--- src/fla_ram.sv ---
// generic single-write, single-read ram with registered read data
// no dependencies
`default_nettype none
module fla_ram #(
  parameter int unsigned WIDTH = 8,
  parameter int unsigned DEPTH = 16
) (
  input  wire logic                     clk_i,
  input  wire logic                     we_i,
  input  wire logic [$clog2(DEPTH)-1:0] waddr_i,
  input  wire logic [WIDTH-1:0]         wdata_i,
  input  wire logic [$clog2(DEPTH)-1:0] raddr_i,
  output logic      [WIDTH-1:0]         rdata_o
);
  logic [WIDTH-1:0] mem_q [DEPTH];

  // write port and registered read port
  always_ff @(posedge clk_i) begin
    if (we_i) begin
      mem_q[waddr_i] <= wdata_i;
    end
    rdata_o <= mem_q[raddr_i];
  end
endmodule
`default_nettype wire

--- config.mk ---
export PLATFORM = sky130hd
export DESIGN_NAME = fla_ram
export DESIGN_NICKNAME = d
export VERILOG_FILES = /design/src/fla_ram.sv
export SDC_FILE = /design/constraint.sdc
export NUM_CORES = 1
export LEC_CHECK = 0
export ABC_CLOCK_PERIOD_IN_PS = 2740
export BUFFER_PORTS_ARGS = -buffer_cell sky130_fd_sc_hd__buf_2
export CORE_UTILIZATION = 55
export DETAILED_ROUTE_END_ITERATION = 12
export PLACE_DENSITY = 0.73
export SLEW_MARGIN = 20
export SYNTH_ARGS = -nofsm -noshare
export SYNTH_HDL_FRONTEND = slang
export SYNTH_SLANG_ARGS = --single-unit
--- constraint.sdc ---
create_clock -name clk_i -period 2.74 [get_ports clk_i]
set_input_delay 0.548 -clock clk_i [delete_from_list [all_inputs] [get_ports clk_i]]
set_output_delay 0.548 -clock clk_i [all_outputs]
set_load 0.05 [all_outputs]
==> results of run 1 <==
## registers in the layout (all words and copies together), names as in the netlist
| register | cells |
|---|---|
| mem_q | 128 |
| rdata_o | 8 |
## metal layers
layer  vias to the layer above  GRT usage
met2                       111     0.3540
met1                      1264     0.3165
met5                         -          0
met3                        14    0.05816
li1                       1082          -
met4                         0    0.09414
## path summary, 6_finish.rpt
path                               endpoint  slack, ps  depth (start not counted)
worst max-delay path             rdata_o[7]       1040                          1
worst max register to register   rdata_o[0]       1300                          3
worst min register to register   rdata_o[5]        670                          3
worst min-delay path            mem_q[7][6]        420                          1
## kinds of logic after synthesis
| kind of cell | Yosys count |
|---|---|
| buffers and inverters | 10 |
| multiplexers | 32 |
| AO/OA/AOI/OAI | 16 |
| flip-flops | 136 |
| AND/OR/NAND/NOR | 35 |
## cell usage after synthesis
| library cell | instances | area share |
|---|---|---|
| nor2b_1 | 1 | 0.0012 |
| nand3_1 | 1 | 0.00097 |
| clkdlybuf4s25_2 | 3 | 0.0058 |
| buf_4 | 1 | 0.0015 |
| and2_1 | 1 | 0.0012 |
| or3b_2 | 1 | 0.0017 |
| nand3b_1 | 2 | 0.0029 |
| edfxtp_1 | 128 | 0.75 |
| mux4_1 | 14 | 0.071 |
| buf_6 | 3 | 0.0066 |
| a22oi_1 | 16 | 0.023 |
| and2b_1 | 1 | 0.0015 |
| nor3_1 | 4 | 0.0039 |
| dfxtp_1 | 8 | 0.031 |
| nand2_1 | 9 | 0.0066 |
| mux4_2 | 18 | 0.079 |
| buf_2 | 3 | 0.0029 |
| nand2b_1 | 2 | 0.0024 |
| nor2_1 | 13 | 0.0095 |
## power by group
| part | switching (mW) | internal (mW) |
|---|---|---|
| registers | 0.0146 | 2.33 |
| logic | 0.168 | 0.0933 |
| clock network | 0.814 | 1.47 |
| total | 0.996 | 3.89 |
## final cells by class
class                      instances  area [sq um]  share of cell area
sequential                       136          4004              0.6580
timing repair buffer              43         285.3             0.04688
tap                              108         135.1             0.02221
clock inverter                    13         181.4             0.02982
clock buffer                      19         421.7             0.06930
multi-input combinational         83          1057              0.1738
## per-stage QoR
| stage | util | total power, mW | worst slack, ps |
|---|---|---|---|
| final | 0.6844 | 4.887 | 1039 |
| after global routing | 0.6844 | 5.014 | 989.3 |
| after CTS | 0.6844 | 4.904 | 1006 |
| after detailed placement | 0.6165 | 2.646 | 515.3 |
| after global placement | 0.6165 | 2.637 | 538.4 |
| after floorplan | - | 2.546 | 699.1 |
==> impl_metrics.toml, run 1 <==
[critical_path]
critical_path_class = "register to primary output"
crit_chain = "buf_2"
required_ps = 2190
end_kind = "primary output"
cp_slowest_cell = "dfxtp_1"
crit_buf_inv = 1
slowest_delay_ps = 360
crit_arrival_ps = 1150
worst-path-max-fanout = 1
cp-start-kind = "register"
cp_top_family = "flip-flops"
startpoint = "rdata_o[7]"
reg2reg_from = "mem_q[1][0]"

[power]
p_leak_nw = 2.078
p_per_area_nw_per_um2 = 803.3
max-vdd-ir-drop_mv = 0.4777

[finish]
layout_commonest_cell = "edfxtp_1"
fin_area_sq_um = 6085
fill_cells = 551
instances_no_fill = 402
mostFrequentLayoutCells = "edfxtp_1, buf_2, mux4_2"
n_antenna_cell = 0
drive_gt1_frac = 0.3129
area_delta_synth_final_pct = 18.21
layout.nets = 299

[route]
wl_per_cell_microns = 24.74
vias = 2471
routed_wirelength_microns = 9946
vias_per_cell = 6.147
wl_met3_microns = 700
top_layer_used = "met4"
ant_nets = 0
drt_iter0_markers = 237
dr.pass1.iters = 4
wl_met1_microns = 4116
dr_wl_met2_microns = 4970
drc_errors = 0

[place]
post-dp-hpwl_microns = 6136
dpl.cell_count = 370
place_congestion = 0.8196
placed_area_sq_um = 5482
port_buffers = 25

[floorplan]
design.core.area_sq_um = 8891
start_util = 0.5789
chipHeight_microns = 98.74
fp.dieW_microns = 98.74
fp-row-count = 34
dieArea_sq_um = 9750
ioPinCount = 26

[yosys]
yosysSeqAreaShare = 0.7778
synth_compound_area_frac = 0.02333
ys_warn_count = 0
synthMuxAreaShare = 0.1502
synthSimpleGateAreaFrac = 0.03184
synth_top_family_by_area = "multiplexers"
synth_fa_ha_area_frac = 0
synth_seq_cells = 136
syn_area_sq_um = 5147
synthXorXnorAreaFrac = 0
ys_types = 19
synth_area_per_cell_sq_um = 22.48
synthCells = 229
synth_nets = 247

[sta]
period_share = 0.6208
grt_setup_unrepaired = "false"
clock.fmax_mhz = 587.9
maxSlewHeadroom = 0.4728
setup_tns_ps = 0
tightest_slew_ps = 788.0
period_needed_ps = 1701
clock_skew_ps = 5.661
holdWs_ps = 421.0
hold_violations = 0
slew_violations = 0
setup_viol = 0

[cts]
cts_max_path_buffers = 2
post_cts_buffers = 0
cts_buffers = 17
postCtsResizedCells = 0
cts.sinks = 136
root_buffer = "clkbuf_8"
cts_tree = "built"
clk_pin_slew_worst_paths_ps = 60
cts-htree-levels = 4
hold_buffers = 0
clkLatencyLatePin_ps = 510

[global_routing]
overflow = 0
grt_first_pass_wirelength_microns = 15230
antenna_found_initial = 0
grt_use_total = 0.2289
grt_max_degree = 20
grt_pass1_vias = 2499

[flow_run]
cap_violations = 0

[worst_hold_path]
min_from = "wdata_i[6]"
hp-class = "input pin to register"

[outcome]
status = "completed"
Note: power is estimated with default switching activity, not from simulation.
==> inputs of run 2 (changes only) <==
ABC_CLOCK_PERIOD_IN_PS = 1650   (was 2740)
clock period = 1.65 ns   (was 2.74 ns; I/O delays follow)
==> run 2 against run 1 <==
Sequential share of layout area fell by 0.26 points. Combinational power rose by 67%. Clock skew barely moved. Routed wire length fell by 5.8%. Sequential power rose by 66%. Clock power rose by 62%. Total power rose by 65%. Via count fell by 0.36%. Die area did not move. Global-route usage fell by 1.5 points. First-iteration DRC count rose by 4.6%. Critical path type unchanged. Largest cell class unchanged. Highest routed layer unchanged.
==> impl_metrics.toml, run 2 (synthesis gave the netlist of run 1 again) <==
[critical_path]
r2r_slack_ps = 270
rr_worst_depth = 3
worst-path-max-fanout = 1
r2r-end = "rdata_o[0]"
crit_chain = "buf_2"
end_kind = "primary output"
required_ps = 1320
reg2reg_from = "mem_q[1][0]"
critical_path_class = "register to primary output"
crit_arrival_ps = 1150
slowest_delay_ps = 360
cp-start-kind = "register"
cp.depth = 1
crit_buf_inv = 1
cp_slowest_cell = "dfxtp_1"
cp_top_family = "flip-flops"

[floorplan]
chipHeight_microns = 98.74
fp.dieW_microns = 98.74
fp-row-count = 34
ioPinCount = 26
design.core.area_sq_um = 8891
start_util = 0.5789
dieArea_sq_um = 9750

[place]
place_congestion = 0.7765
placed_area_sq_um = 5517
port_buffers = 25
dp_slack_ps = -104.5
post-dp-hpwl_microns = 5729

[sta]
hold_violations = 0
period_share = 0.8967
setup_viol = 0
slew_violations = 0
tightest_slew_ps = 770.0
clock_skew_ps = 5.863
setup_slack_ps = 170.4
period_needed_ps = 1480
maxSlewHeadroom = 0.4856
grt_setup_unrepaired = "false"
holdWs_ps = 199.6
clock.fmax_mhz = 675.9

[finish]
fin_area_sq_um = 6108
reg_top3 = "mem_q (128), rdata_o (8)"
regMostFlops = "mem_q"
drive_gt1_frac = 0.3255
layout_commonest_cell = "edfxtp_1"
largest_register_ffs = 128
mostFrequentLayoutCells = "edfxtp_1, buf_2, buf_4, mux4_2"
fill_cells = 542
area_delta_synth_final_pct = 18.67
n_antenna_cell = 0
fin_util = 0.6870
layout.nets = 303

[global_routing]
grt_use_total = 0.2137
grt_pass1_vias = 2497
antenna_found_initial = 0
overflow = 0
grt_max_degree = 33
grt_first_pass_wirelength_microns = 14230

[worst_hold_path]
hp-class = "input pin to register"
min_from = "wdata_i[2]"
whs_endpoint = "mem_q[4][2]"
whs_path_depth = 1

[route]
vias_per_cell = 6.064
routed_wirelength_microns = 9372
ant_nets = 0
drc_errors = 0
vias = 2462
wl_per_cell_microns = 23.08
drt_iter0_markers = 248
dr.pass1.iters = 8

[cts]
clkLatencyLatePin_ps = 510
postCtsResizedCells = 0
clk_pin_slew_worst_paths_ps = 60
cts_buffers = 17
cts_max_path_buffers = 2
root_buffer = "clkbuf_8"
post_cts_buffers = 0
cts_tree = "built"
hold_buffers = 0
cts-htree-levels = 4
cts.sinks = 136

[power]
p_per_area_nw_per_um2 = 1317
p_leak_nw = 2.100
finalPower_mw = 8.042
max-vdd-ir-drop_mv = 0.6922

[outcome]
status = "completed"

[flow_run]
cap_violations = 0
## run 2: cell count changes in the layout (fill, tap and decap cells not counted), sizes merged
cell      change
inv           +4
clkinv        -1
clkinvlp      -2
bufinv        -1
buf           +4
## run 2: worst max path at each step
stage                    start          end  slack, ps
floorplan           waddr_i[2]  mem_q[3][0]         50
global placement    raddr_i[0]   rdata_o[3]        -80
detailed placement  raddr_i[0]   rdata_o[3]       -100
CTS                 rdata_o[7]   rdata_o[7]        140
global route        rdata_o[7]   rdata_o[7]        130
finish              rdata_o[7]   rdata_o[7]        170
## run 2: where the power goes
part	internal (mW)	switching, mW
combinational	0.159	0.276
clock	2.32	1.40
sequential	3.86	0.0214
total	6.34	1.70
## run 2: stage by stage
stage	setup TNS, ps	instances
after floorplan	0	229
after global placement	-245.2	374
after detailed placement	-358.2	374
after CTS	0	406
after global routing	0	406
final	0	406
## run 2: layout make-up
cell class,count,area (sq um),share of cell area
sequential,136,4004,0.6555
multi-input combinational,83,1062,0.1739
clock buffer,19,421.7,0.06903
timing repair buffer,47,315.3,0.05162
clock inverter,13,170.2,0.02786
tap,108,135.1,0.02212
## run 2: layer usage
metal / part of all wire / up-vias / global-route usage
li1: - / 1085 / -
met1: 0.43 / 1266 / 0.2847
met2: 0.50 / 93 / 0.3443
met3: 0.046 / 18 / 0.04894
met4: 0.022 / 0 / 0.09185
met5: 0 / - / 0
## run 2: worst register-to-register path: cells and delay by family (launching register included)
kind | cells | cell delay, ps
DFF | 1 | 380
muxes | 1 | 520
AOI/OAI and AO/OA | 1 | 240
and+or+nand+nor | 1 | 120
==> inputs of run 3 (changes only) <==
CORE_MARGIN = 8   (was unset)
==> run 3 against run 2 <==
Worst hold slack got worse by 17 ps. Global-route usage is 4.1 points lower. Flip-flop and latch count stayed put. Highest routed layer unchanged. Register-to-register slack improved by 30 ps. Critical path depth unchanged. Clock skew about the same. Critical path type unchanged. Count of clock-buffer cells in the layout stayed put. First-iteration DRC count down 36%. Combinational power up 3%.
==> impl_metrics.toml, run 3 (synthesis gave the netlist of run 1 again) <==
[outcome]
status = "completed"

[critical_path]
critical_path_class = "register to primary output"
worst-path-max-fanout = 1
r2r-end = "rdata_o[2]"
end_kind = "primary output"
slowest_delay_ps = 350
reg2reg_from = "mem_q[2][2]"
startpoint = "rdata_o[0]"
cp_slowest_cell = "dfxtp_1"
r2r_slack_ps = 300
cp-start-kind = "register"
crit_arrival_ps = 1140
crit_chain = "buf_2"
crit_buf_inv = 1
required_ps = 1320
cp_top_family = "flip-flops"
rr_worst_depth = 3

[cts]
cts_buffers = 17
cts-htree-levels = 4
cts.sinks = 136
clkLatencyLatePin_ps = 530
hold_buffers = 0
cts_max_path_buffers = 2
root_buffer = "clkbuf_8"
post_cts_buffers = 0
cts_tree = "built"
postCtsResizedCells = 0
clk_pin_slew_worst_paths_ps = 60

[sta]
hold_violations = 0
maxSlewHeadroom = 0.4932
clock_skew_ps = 5.549
period_share = 0.8937
grt_setup_unrepaired = "false"
setup_slack_ps = 175.4
setup_tns_ps = 0
clock.fmax_mhz = 678.1
setup_viol = 0
slew_violations = 0
tightest_slew_ps = 758.6
period_needed_ps = 1475

[flow_run]
cap_violations = 0

[floorplan]
design.core.area_sq_um = 9153
start_util = 0.5624
fp.dieW_microns = 112.7
fp-row-count = 35
dieArea_sq_um = 12710
chipHeight_microns = 112.7
ioPinCount = 26

[place]
port_buffers = 25
post-dp-hpwl_microns = 6292
place_congestion = 0.7083
dp_slack_ps = -83.64

[power]
p_leak_nw = 2.122
p_per_area_nw_per_um2 = 1312
max-vdd-ir-drop_mv = 0.8137

[worst_hold_path]
hp-class = "input pin to register"
whs_path_depth = 1
whs_endpoint = "mem_q[4][4]"
min_from = "wdata_i[4]"

[finish]
mostFrequentLayoutCells = "edfxtp_1, buf_2, buf_4, mux4_2"
n_antenna_cell = 0
multi_input_area_sq_um = 1062
fill_cells = 596
drive_gt1_frac = 0.3167
regArea_sq_um = 4004
largest_register_ffs = 128
layout_commonest_cell = "edfxtp_1"
layout.nets = 306
regMostFlops = "mem_q"
reg_top3 = "mem_q (128), rdata_o (8)"
area_delta_synth_final_pct = 19.18

[global_routing]
antenna_found_initial = 0
grt_use_total = 0.1731
overflow = 0
grt_pass1_vias = 2653
grt_max_degree = 33
grt_first_pass_wirelength_microns = 15570

[route]
ant_nets = 0
drt_iter0_markers = 159
routed_wirelength_microns = 10360
dr.pass1.iters = 4
wl_per_cell_microns = 25.20
vias = 2536
vias_per_cell = 6.170
drc_errors = 0
[run 3: cell count changes in the layout (fill, tap and decap cells not counted), moves of 2 or more]
cell,previous run,this run
clkinv_4,2,0
inv_6,4,0
buf_4,20,22
clkinv_1,0,4
clkinv_2,1,3
clkinvlp_4,3,1
[run 3: metal layers]
metal,vias up,track usage,share of wire
met4,0,0.08903,0.022
met5,-,0,0
met1,1315,0.2097,0.41
li1,1093,-,-
met3,18,0.05218,0.075
met2,110,0.2769,0.49
[run 3: worst max-delay path by stage]
stage / to / cells after the start
global placement: rdata_o[1] / 5
floorplan: mem_q[3][0] / 2
CTS: rdata_o[0] / 1
global route: rdata_o[4] / 1
detailed placement: rdata_o[5] / 5
finish: rdata_o[0] / 1
[run 3: final cells by class]
type,count,share of cell area
clock buffers,19,0.06873
clock inverters,12,0.02570
multi-input cells,83,0.1732
flip-flops and latches,136,0.6527
well taps,111,0.02264
repair buffers,50,0.05711
[run 3: power breakdown]
group	internal, mW	switching [mW]	total (mW)	leakage (nW)
Sequential	3.86	0.0208	3.88	1.22
Combinational	0.164	0.283	0.447	0.617
Clock	2.41	1.30	3.72	0.281
Total	6.44	1.61	8.05	2.12
[run 3: worst register-to-register path: stages (launching register included)]
cell,delay [ps]
edfxtp_1,400
mux4_1,510
a22oi_1,240
nand2_1,90
[run 3: through the flow]
stage | power (mW) | hold slack [ps] | cell area (sq um) | std cells | util
3_5_place_dp | 4.403 | 666.1 | 5555 | 380 | 0.6070
3_3_place_gp | 4.390 | 654.6 | 5555 | 380 | 0.6070
6_report | 8.048 | 182.7 | 6135 | 411 | 0.6703
5_1_grt | 8.281 | 170.6 | 6135 | 411 | 0.6703
2_1_floorplan | 4.228 | 428.9 | 5152 | 229 | -
4_1_cts | 8.105 | 167.9 | 6135 | 411 | 0.6703
